--- config.mk ---
export PLATFORM = sky130hd
export DESIGN_NAME = command_frame_receiver
export DESIGN_NICKNAME = d
export VERILOG_FILES = /design/src/rtl/cfr_pkg.sv /design/src/rtl/cfr_ram.sv /design/src/rtl/command_frame_receiver.sv
export VERILOG_INCLUDE_DIRS = /design/src /design/src/rtl
export SDC_FILE = /design/constraint.sdc
export NUM_CORES = 1
export LEC_CHECK = 0
export BUFFER_PORTS_ARGS = -buffer_cell sky130_fd_sc_hd__buf_2
export CAP_MARGIN = 20
export CORE_MARGIN = 5
export CORE_UTILIZATION = 30
export DETAILED_ROUTE_END_ITERATION = 8
export HOLD_SLACK_MARGIN = 0.02
export SKIP_LAST_GASP = 1
export SLEW_MARGIN = 0
export SYNTH_ARGS = -nofsm -noshare
export SYNTH_HDL_FRONTEND = slang
export SYNTH_SLANG_ARGS = --single-unit
--- constraint.sdc ---
create_clock -name clock -period 7.2 [get_ports clock]
set_input_delay 0.36 -clock clock [delete_from_list [all_inputs] [get_ports clock]]
set_output_delay 0.36 -clock clock [all_outputs]
set_load 0.02 [all_outputs]
--- src/rtl/command_frame_receiver_defines.svh ---
// Assertion macros shared by the command frame receiver RTL.
// Depends on nothing; included by files that carry concurrent checks.
`ifndef COMMAND_FRAME_RECEIVER_DEFINES_SVH
`define COMMAND_FRAME_RECEIVER_DEFINES_SVH
`ifndef SYNTHESIS
// same-cycle implication, disabled during reset
`define CFR_ASSERT_NOW(label, clk, rst, ante, cons) \
   label: assert property (@(posedge clk) disable iff (rst) (ante) |-> (cons)) \
      else $error("cfr check failed");
// next-cycle implication, disabled during reset
`define CFR_ASSERT_NEXT(label, clk, rst, ante, cons) \
   label: assert property (@(posedge clk) disable iff (rst) (ante) |=> (cons)) \
      else $error("cfr check failed");
`else
`define CFR_ASSERT_NOW(label, clk, rst, ante, cons)
`define CFR_ASSERT_NEXT(label, clk, rst, ante, cons)
`endif
`endif

--- src/rtl/cfr_pkg.sv ---
// Constants, register indexes and type decode for the command frame receiver.
// Depends on nothing; used by command_frame_receiver.
`timescale 1ns / 1ps
package cfr_pkg;

   localparam int BUFFER_BYTES_DEFAULT = 64;
   localparam int FRAME_OVERHEAD       = 7;

   // register reset values
   localparam logic [7:0] PREAMBLE1_RESET  = 8'hF0;
   localparam logic [7:0] PREAMBLE2_RESET  = 8'hCA;
   localparam logic [7:0] POSTAMBLE1_RESET = 8'h53;
   localparam logic [7:0] POSTAMBLE2_RESET = 8'h0F;

   // register indexes
   localparam logic [1:0] CSR_PREAMBLE1  = 2'd0;
   localparam logic [1:0] CSR_PREAMBLE2  = 2'd1;
   localparam logic [1:0] CSR_POSTAMBLE1 = 2'd2;
   localparam logic [1:0] CSR_POSTAMBLE2 = 2'd3;

   // command types
   localparam logic [7:0] TYPE_ENABLE    = 8'h10;
   localparam logic [7:0] TYPE_SET_SPEED = 8'h11;
   localparam logic [7:0] TYPE_GET_SPEED = 8'h12;

   // decoded classes
   localparam logic [1:0] CLASS_INVALID   = 2'd0;
   localparam logic [1:0] CLASS_ENABLE    = 2'd1;
   localparam logic [1:0] CLASS_SET_SPEED = 2'd2;
   localparam logic [1:0] CLASS_GET_SPEED = 2'd3;

   function automatic logic [1:0] classify(input logic [7:0] t);
      logic [1:0] c;
      c = CLASS_INVALID;
      if (t == TYPE_ENABLE) c = CLASS_ENABLE;
      else if (t == TYPE_SET_SPEED) c = CLASS_SET_SPEED;
      else if (t == TYPE_GET_SPEED) c = CLASS_GET_SPEED;
      return c;
   endfunction

endpackage

--- src/rtl/cfr_ram.sv ---
// Generic single-write, single-read RAM with registered read data.
// Depends on nothing; holds the frame store of the receiver.
`timescale 1ns / 1ps
module cfr_ram #(
   parameter int WIDTH = 8,
   parameter int DEPTH = 64
) (
   input  logic                     clock,
   input  logic                     wr_en,
   input  logic [$clog2(DEPTH)-1:0] wr_addr,
   input  logic [WIDTH-1:0]         wr_data,
   input  logic                     rd_en,
   input  logic [$clog2(DEPTH)-1:0] rd_addr,
   output logic [WIDTH-1:0]         rd_data
);

   logic [WIDTH-1:0] mem_ff [DEPTH];
   logic [WIDTH-1:0] rd_data_ff;

   // write port and registered read port
   always_ff @(posedge clock) begin
      if (wr_en) begin
         mem_ff[wr_addr] <= wr_data;
      end
      if (rd_en) begin
         rd_data_ff <= mem_ff[rd_addr];
      end
   end

   assign rd_data = rd_data_ff;

endmodule

--- src/rtl/command_frame_receiver.sv ---
// Command frame receiver: byte stream deframer with additive checksum.
// Depends on cfr_pkg, cfr_ram and command_frame_receiver_defines.svh.
//
// Usage:
//  - req_ channel takes one received byte per request (req_rx_byte).
//  - rsp_ channel returns, for each good frame, a header item (is_data 0)
//    followed by one item per payload byte; rsp_last marks the final item.
//  - csr_ port writes the four marker registers; the user must write them
//    only while the block is idle; the block itself leaves this unchecked.
//  - Frame: preamble1, preamble2, type, length, data, checksum, postamble1,
//    postamble2. Bytes live in a circular store of BUFFER_BYTES entries in
//    one RAM; a resync moves the base pointer instead of copying bytes.
// Flow:
//  - An ordinary byte is written to the store and parsed before ready again.
//  - A resync scans the store for preamble1, then replays the bytes kept;
//    a request may drop the whole store one byte at a time.
//  - A postamble hit runs the checksum, then each item waits on rsp_ready.
//  - req_ready is low for the whole of a request's work, including output.
// Reset: synchronous; markers return to their defaults, the store empties.
// A stalled receiver simply holds rsp_valid and the item until rsp_ready.
`timescale 1ns / 1ps
`include "command_frame_receiver_defines.svh"
module command_frame_receiver #(
   parameter int BUFFER_BYTES = cfr_pkg::BUFFER_BYTES_DEFAULT
) (
   input  logic       clock,
   input  logic       reset,
   input  logic       req_valid,
   output logic       req_ready,
   input  logic [7:0] req_rx_byte,
   output logic       rsp_valid,
   input  logic       rsp_ready,
   output logic       rsp_is_data,
   output logic [7:0] rsp_packet_type,
   output logic [1:0] rsp_type_class,
   output logic [5:0] rsp_payload_length,
   output logic [7:0] rsp_payload_byte,
   output logic       rsp_last,
   input  logic       csr_write,
   input  logic [1:0] csr_index,
   input  logic [7:0] csr_data
);

   localparam int AW = $clog2(BUFFER_BYTES);
   localparam int CW = $clog2(BUFFER_BYTES + 1);
   localparam int PW = CW + 1;
   localparam logic [CW-1:0] BUF_C = CW'(BUFFER_BYTES);
   localparam logic [PW-1:0] BUF_P = PW'(BUFFER_BYTES);
   localparam logic [CW-1:0] OVH_C = CW'(cfr_pkg::FRAME_OVERHEAD);

   typedef enum logic [3:0] {
      ST_IDLE, ST_NEXT, ST_PARSE, ST_RS_SCAN, ST_CK_LEN, ST_CK_SUM, ST_CK_CS,
      ST_EM_WAIT, ST_EM_DATA
   } state_type;

   typedef enum logic [1:0] {
      PH_PRE1, PH_PRE2, PH_POST1, PH_POST2
   } phase_type;

   state_type state_ff, state_in;
   phase_type phase_ff, phase_in;
   logic [CW-1:0] pos_ff, pos_in;
   logic [CW-1:0] fill_ff, fill_in;
   logic [AW-1:0] base_ff, base_in;
   logic [CW-1:0] off_ff, off_in;
   logic [CW-1:0] idx_ff, idx_in;
   logic [7:0]    rx_ff, rx_in;
   logic          consumed_ff, consumed_in;
   logic          resync_ff, resync_in;
   logic          use_rx_ff, use_rx_in;
   logic [7:0]    sum_ff, sum_in;
   logic [7:0]    len_ff, len_in;
   logic [7:0]    type_ff, type_in;
   logic [7:0]    k_ff, k_in;

   logic       rsp_valid_ff, rsp_valid_in;
   logic       rsp_is_data_ff, rsp_is_data_in;
   logic [7:0] rsp_byte_ff, rsp_byte_in;
   logic       rsp_last_ff, rsp_last_in;

   logic [7:0] pre1_ff, pre2_ff, post1_ff, post2_ff;

   // ram control
   logic          rd_en;
   logic [CW-1:0] rd_log;
   logic [AW-1:0] rd_addr;
   logic          wr_en;
   logic [AW-1:0] wr_addr;
   logic [7:0]    rd_data;
   logic [PW-1:0] rd_sum, wr_sum, base_sum;
   logic          rs_done;
   logic [CW-1:0] rs_off;
   logic [7:0]    cur_byte;

   // logical to physical store address
   always_comb begin
      rd_sum   = PW'(base_ff) + PW'(rd_log);
      wr_sum   = PW'(base_ff) + PW'(pos_ff);
      base_sum = PW'(base_ff) + PW'(rs_off);
      rd_addr  = (rd_sum >= BUF_P) ? AW'(rd_sum - BUF_P) : AW'(rd_sum);
      wr_addr  = (wr_sum >= BUF_P) ? AW'(wr_sum - BUF_P) : AW'(wr_sum);
   end

   assign cur_byte = use_rx_ff ? rx_ff : rd_data;

   cfr_ram #(
      .WIDTH (8),
      .DEPTH (BUFFER_BYTES)
   ) u_store (
      .clock   (clock),
      .wr_en   (wr_en),
      .wr_addr (wr_addr),
      .wr_data (rx_ff),
      .rd_en   (rd_en),
      .rd_addr (rd_addr),
      .rd_data (rd_data)
   );

   // sequencer next-state logic
   always_comb begin
      state_in       = state_ff;
      phase_in       = phase_ff;
      pos_in         = pos_ff;
      fill_in        = fill_ff;
      base_in        = base_ff;
      off_in         = off_ff;
      idx_in         = idx_ff;
      rx_in          = rx_ff;
      consumed_in    = consumed_ff;
      resync_in      = resync_ff;
      use_rx_in      = use_rx_ff;
      sum_in         = sum_ff;
      len_in         = len_ff;
      type_in        = type_ff;
      k_in           = k_ff;
      rsp_valid_in   = rsp_valid_ff;
      rsp_is_data_in = rsp_is_data_ff;
      rsp_byte_in    = rsp_byte_ff;
      rsp_last_in    = rsp_last_ff;
      rd_en          = 1'b0;
      rd_log         = '0;
      wr_en          = 1'b0;
      rs_done        = 1'b0;
      rs_off         = '0;

      unique case (state_ff)
         ST_IDLE: begin
            if (req_valid) begin
               rx_in       = req_rx_byte;
               consumed_in = 1'b0;
               resync_in   = 1'b0;
               state_in    = ST_NEXT;
            end
         end
         ST_NEXT: begin
            if (resync_ff) begin
               if (fill_ff <= CW'(1)) begin
                  rs_done = 1'b1;
                  rs_off  = fill_ff;
               end else begin
                  off_in   = CW'(1);
                  rd_en    = 1'b1;
                  rd_log   = CW'(1);
                  state_in = ST_RS_SCAN;
               end
            end else if (pos_ff < fill_ff) begin
               rd_en     = 1'b1;
               rd_log    = pos_ff;
               pos_in    = pos_ff + CW'(1);
               use_rx_in = 1'b0;
               state_in  = ST_PARSE;
            end else if (!consumed_ff) begin
               consumed_in = 1'b1;
               if (pos_ff >= BUF_C) begin
                  resync_in = 1'b1;
               end else begin
                  wr_en     = 1'b1;
                  pos_in    = pos_ff + CW'(1);
                  fill_in   = pos_ff + CW'(1);
                  use_rx_in = 1'b1;
                  state_in  = ST_PARSE;
               end
            end else begin
               state_in = ST_IDLE;
            end
         end
         ST_RS_SCAN: begin
            // rd_data holds the byte at logical off_ff
            if (rd_data == pre1_ff) begin
               rs_done = 1'b1;
               rs_off  = off_ff;
            end else if (off_ff + CW'(1) >= fill_ff) begin
               rs_done = 1'b1;
               rs_off  = fill_ff;
            end else begin
               off_in = off_ff + CW'(1);
               rd_en  = 1'b1;
               rd_log = off_ff + CW'(1);
            end
         end
         ST_PARSE: begin
            state_in = ST_NEXT;
            unique case (phase_ff)
               PH_PRE1: begin
                  if (cur_byte != pre1_ff) resync_in = 1'b1;
                  else phase_in = PH_PRE2;
               end
               PH_PRE2: begin
                  if (cur_byte != pre2_ff) resync_in = 1'b1;
                  else phase_in = PH_POST1;
               end
               PH_POST1: begin
                  phase_in = (cur_byte == post1_ff) ? PH_POST2 : PH_POST1;
               end
               PH_POST2: begin
                  if (cur_byte != post2_ff) begin
                     phase_in = (cur_byte == post1_ff) ? PH_POST2 : PH_POST1;
                  end else if (pos_ff >= OVH_C) begin
                     rd_en    = 1'b1;
                     rd_log   = CW'(3);
                     state_in = ST_CK_LEN;
                  end else begin
                     phase_in = PH_POST1;
                  end
               end
               default: ;
            endcase
            if (state_in == ST_NEXT && pos_ff >= BUF_C) resync_in = 1'b1;
         end
         ST_CK_LEN: begin
            len_in = rd_data;
            if ({1'b0, rd_data} != (9'(pos_ff) - 9'(cfr_pkg::FRAME_OVERHEAD))) begin
               phase_in  = PH_POST1;
               resync_in = (pos_ff >= BUF_C);
               state_in  = ST_NEXT;
            end else begin
               idx_in   = CW'(2);
               sum_in   = '0;
               rd_en    = 1'b1;
               rd_log   = CW'(2);
               state_in = ST_CK_SUM;
            end
         end
         ST_CK_SUM: begin
            // running sum over type, length and data
            sum_in = sum_ff + rd_data;
            if (idx_ff == CW'(2)) type_in = rd_data;
            rd_en = 1'b1;
            if (8'(idx_ff) == len_ff + 8'd3) begin
               rd_log   = pos_ff - CW'(3);
               state_in = ST_CK_CS;
            end else begin
               idx_in = idx_ff + CW'(1);
               rd_log = idx_ff + CW'(1);
            end
         end
         ST_CK_CS: begin
            if (rd_data == sum_ff) begin
               rsp_valid_in   = 1'b1;
               rsp_is_data_in = 1'b0;
               rsp_byte_in    = '0;
               rsp_last_in    = (len_ff == 8'd0);
               k_in           = '0;
               state_in       = ST_EM_WAIT;
            end else begin
               phase_in  = PH_POST1;
               resync_in = (pos_ff >= BUF_C);
               state_in  = ST_NEXT;
            end
         end
         ST_EM_WAIT: begin
            if (rsp_ready) begin
               rsp_valid_in = 1'b0;
               if (rsp_last_ff) begin
                  pos_in   = '0;
                  fill_in  = '0;
                  phase_in = PH_PRE1;
                  state_in = ST_IDLE;
               end else begin
                  k_in     = k_ff + 8'd1;
                  rd_en    = 1'b1;
                  rd_log   = CW'(k_ff + 8'd4);
                  state_in = ST_EM_DATA;
               end
            end
         end
         ST_EM_DATA: begin
            rsp_valid_in   = 1'b1;
            rsp_is_data_in = 1'b1;
            rsp_byte_in    = rd_data;
            rsp_last_in    = (k_ff == len_ff);
            state_in       = ST_EM_WAIT;
         end
         default: state_in = ST_IDLE;
      endcase

      // resync finish: move base past the dropped bytes and replay
      if (rs_done) begin
         base_in   = (base_sum >= BUF_P) ? AW'(base_sum - BUF_P) : AW'(base_sum);
         fill_in   = fill_ff - rs_off;
         pos_in    = '0;
         phase_in  = PH_PRE1;
         resync_in = 1'b0;
         state_in  = ST_NEXT;
      end
   end

   // state and registered outputs
   always_ff @(posedge clock) begin
      if (reset) begin
         state_ff     <= ST_IDLE;
         phase_ff     <= PH_PRE1;
         pos_ff       <= '0;
         fill_ff      <= '0;
         base_ff      <= '0;
         consumed_ff  <= 1'b0;
         resync_ff    <= 1'b0;
         rsp_valid_ff <= 1'b0;
         pre1_ff      <= cfr_pkg::PREAMBLE1_RESET;
         pre2_ff      <= cfr_pkg::PREAMBLE2_RESET;
         post1_ff     <= cfr_pkg::POSTAMBLE1_RESET;
         post2_ff     <= cfr_pkg::POSTAMBLE2_RESET;
      end else begin
         state_ff     <= state_in;
         phase_ff     <= phase_in;
         pos_ff       <= pos_in;
         fill_ff      <= fill_in;
         base_ff      <= base_in;
         consumed_ff  <= consumed_in;
         resync_ff    <= resync_in;
         rsp_valid_ff <= rsp_valid_in;
         if (csr_write) begin
            unique case (csr_index)
               cfr_pkg::CSR_PREAMBLE1:  pre1_ff  <= csr_data;
               cfr_pkg::CSR_PREAMBLE2:  pre2_ff  <= csr_data;
               cfr_pkg::CSR_POSTAMBLE1: post1_ff <= csr_data;
               cfr_pkg::CSR_POSTAMBLE2: post2_ff <= csr_data;
               default: ;
            endcase
         end
      end
      off_ff         <= off_in;
      idx_ff         <= idx_in;
      rx_ff          <= rx_in;
      use_rx_ff      <= use_rx_in;
      sum_ff         <= sum_in;
      len_ff         <= len_in;
      type_ff        <= type_in;
      k_ff           <= k_in;
      rsp_is_data_ff <= rsp_is_data_in;
      rsp_byte_ff    <= rsp_byte_in;
      rsp_last_ff    <= rsp_last_in;
   end

   assign req_ready          = (state_ff == ST_IDLE);
   assign rsp_valid          = rsp_valid_ff;
   assign rsp_is_data        = rsp_is_data_ff;
   assign rsp_packet_type    = type_ff;
   assign rsp_type_class     = cfr_pkg::classify(type_ff);
   assign rsp_payload_length = len_ff[5:0];
   assign rsp_payload_byte   = rsp_byte_ff;
   assign rsp_last           = rsp_last_ff;

   // checks
   `CFR_ASSERT_NOW(a_no_ready_while_rsp, clock, reset, rsp_valid_ff, !req_ready)
   `CFR_ASSERT_NOW(a_pos_within_fill, clock, reset, 1'b1, (pos_ff <= fill_ff) && (fill_ff <= BUF_C))
   `CFR_ASSERT_NEXT(a_busy_after_req, clock, reset, req_valid && req_ready, !req_ready)
   `CFR_ASSERT_NEXT(a_idle_after_last, clock, reset, rsp_valid && rsp_ready && rsp_last, req_ready && (fill_ff == '0))

endmodule
==> summary.md <==
| Metric | Value |
|---|---|
| Status | `completed` |
| Ys async rst share | `0%` |
| # resized after CTS | `0` |
| Initial DRT Pass Iterations | `5` |
| R2R cell count | `19` |
| Worst Clk Skew | `0.0229 ns` |
| Setup Buffers After CTS | `0` |
| Critical path startpoint | `off_ff[0]` |
| Slew margin rel. | `22.3%` |
| GRT overflow | `0` |
| Reg2reg setup slack | `1.04 ns` |
| R2r startpoint | `off_ff[0]` |
| Worst Hold Slack | `0.0500 ns` |
| Max-capacitance violation count | `0` |
| Synth cell types | `69` |
| Clock tree buffer depth | `3` |
| Sw Share | `29.9%` |
| Crit path max fanout | `39` |
| Combinational share of power | `23.5%` |
| Clk root buf | `clkbuf_16` |
| Largest register by flop count | `u_store.mem_ff` |
| DPL Wire Length | `44800 um` |
| GR Util All Layers | `13.4%` |
| Post-synth EDFFs | `585` |
| Tmin final | `6.16 ns` |
| RSZ-0062 raised after global routing | `no` |
| Pin count of the biggest net entering global routing | `66` |
| Layout area overhead | `14.5%` |
| Clock power frac | `32.0%` |
| Vias in the first global route | `15800` |
| Share of layout cells above drive strength 1 | `20.0%` |
| Post-synth top cells | `edfxtp_1 (585), nor2_1 (167), mux4_2 (160)` |
| Slew @ Worst Pin | `1.16 ns` |
| CORE AREA | `0.0936 mm^2` |
| Routed Antenna Nets | `0` |
| Htree depth | `3` |
| Wire per inst | `21.7 um` |
| CP Class | `flip-flop to flip-flop` |
| Critical Path End | `u_store.rd_data[5]` |
| Starting DRT DRC Count | `1404` |
| Via density | `4.94` |
| Max FFs per register | `512` |
| Hold Vio Cnt, Final | `0` |
| Clock sinks | `646` |
| Syn Nets | `1826` |
| CTS tree | `yes` |
| Switching power | `3.18 mW` |
| Most frequent cell after synthesis | `edfxtp_1` |
| Synth Register Bits | `646` |
| Pins Over Slew Limit | `0` |
| Die H | `317 um` |
| Top cell type by total area after synthesis | `edfxtp_1` |
| Critical Path Start Type | `flip-flop` |
| Synthesized instance count | `1748` |
| Final setup fails | `0` |
| FP Rows | `112` |
| Fmax | `162 MHz` |
| Final Cycle Share | `85.5%` |
| Placer Congestion | `0.880` |
| Via Count | `15500` |
| N_diodes | `0` |
| Die Footprint | `0.101 mm^2` |
| Later-pin clock latency in the skew report | `0.62 ns` |
| Synth Area per Inst | `16.2 um^2` |
| Worst endpoint data arrival time | `6.49 ns` |
| Synthesized cell area | `0.0283 mm^2` |
| Pleak | `10.2 nW` |
| Top-area cell type share of the netlist area | `62.0%` |
| Sequential fraction of design power | `44.5%` |
| Post-CTS Hold Buffers | `15` |
| Seq/Total Area, Yosys | `66.3%` |
| Fillers | `8852` |
| DRC | `0` |
| Initial Utilization | `30.3%` |
| First-pass GRT wire length | `102000 um` |
| CP required | `7.53 ns` |
| Worst-path clk slew | `0.06 ns` |
| Largest cells by area after synthesis | `edfxtp_1 (62%), mux4_2 (13%), dfxtp_1 (4.3%), xnor2_1 (2.4%), nor2_1 (2.2%)` |
| PortBufs | `50` |
| Initial antenna violation count | `1` |
| Worst hold path type | `input port to flip-flop` |
| Die W | `317 um` |
| Fin Setup TNS | `0 ns` |
| CP endpoint kind | `flip-flop` |
| Synth Warn # | `0` |
| Pwr Density | `328 mW/mm^2` |
| IO Pins | `51` |
| Top FF cell, synth | `edfxtp_1` |
| # nets final | `1915` |
| Final wirelength | `68100 um` |
| Reg-to-reg endpoint | `u_store.rd_data[5]` |
| Peak VDD IR | `0.174 mV` |
| Total CTS buffers | `67` |
| Pint | `7.47 mW` |
==> critical path, cell delays in order, from the launching register on <==
cell and delay [ns]:
edfxtp_1 0.51, and3_1 0.23, nand3_1 0.09, xor2_1 0.34, inv_1 0.10, ha_1 0.30
and3_1 0.21, a221o_1 0.31, a31oi_2 0.30, nand2_1 0.22, o221ai_1 0.24, nor2_1 0.06
o21ai_0 0.16, ha_4 0.20, fa_4 0.90, buf_4 0.29, mux4_2 0.29, mux4_2 0.54
mux2i_1 0.40, mux2i_1 0.15
==> logic make-up after synthesis <==
logic type	Yosys count	synth area share [%]
AO/OA/AOI/OAI	158	3.69
XOR/XNOR	119	3.74
adder cells (fa/ha/maj)	55	2.56
buffers and inverters	116	1.78
flip-flops	646	66.3
multiplexers	207	14.5
AND/OR/NAND/NOR	447	7.43
==> power by group through the flow <==
| stage | combinational [mW] | sequential (mW) | clock (mW) |
|---|---|---|---|
| after global placement | 2.47 | 4.82 | 0 |
| final | 2.50 | 4.74 | 3.41 |
| after CTS | 2.52 | 4.74 | 3.49 |
| after floorplan | 1.76 | 4.75 | 0 |
| after detailed placement | 2.50 | 4.82 | 0 |
| after global routing | 2.72 | 4.75 | 3.65 |
==> worst min path at each step <==
stage | startpoint | end | slack (ns) | depth (start not counted)
after floorplan | post1_ff[2] | post1_ff[2] | 0.45 | 2
after global placement | post1_ff[2] | post1_ff[2] | 0.46 | 2
after detailed placement | post2_ff[4] | post2_ff[4] | 0.46 | 2
after CTS | csr_data[1] | pre2_ff[1] | 0.02 | 3
after global routing | csr_data[1] | pre2_ff[1] | 0.03 | 3
final | csr_data[1] | post1_ff[1] | 0.05 | 3
==> layout by cell type (no fill, tap or decap), types with 20 or more instances in the layout <==
cell type	count
nor2b_1	20
buf_2	51
nor3_1	22
dfxtp_1	61
xnor2_1	75
nor2_1	167
clkbuf_16	68
a21oi_1	60
nand3_1	28
edfxtp_1	585
mux2i_1	40
ha_1	49
inv_1	31
xor2_1	41
nand2_1	114
o21ai_0	20
mux4_2	160
buf_4	34
==> stage by stage <==
| step | utilization, % | std cells | cell area [um^2] | setup slack (ns) | power, mW |
|---|---|---|---|---|---|
| finish | 34.7 | 3143 | 32500 | 1.04 | 10.6 |
| global route | 34.7 | 3143 | 32500 | 0.742 | 11.1 |
| global placement | 32.2 | 3003 | 30100 | 1.16 | 7.29 |
| detailed placement | 32.2 | 3004 | 30100 | 1.10 | 7.32 |
| floorplan | - | 1748 | 28300 | 2.22 | 6.51 |
| CTS | 34.6 | 3140 | 32400 | 1.09 | 10.7 |
==> final cells by class <==
class / instances / area (um^2) / share of cell area (%)
clock inverter: 38 / 392 / 1.21
clock buffer: 83 / 1760 / 5.42
multi-input combinational: 986 / 9090 / 28.0
timing repair buffer: 105 / 743 / 2.29
sequential: 646 / 18800 / 57.9
tap: 1254 / 1570 / 4.83
inverter: 31 / 116 / 0.359
==> metal layers <==
| layer | GRT usage (%) | vias up | wire [um] |
|---|---|---|---|
| met5 | 0 | - | 0 |
| met1 | 17.7 | 7939 | 28300 |
| met3 | 2.73 | 99 | 4110 |
| met4 | 4.78 | 0 | 2400 |
| li1 | - | 6948 | - |
| met2 | 22.2 | 532 | 33300 |
No activity file was read; power rests on OpenSTA's default activity.
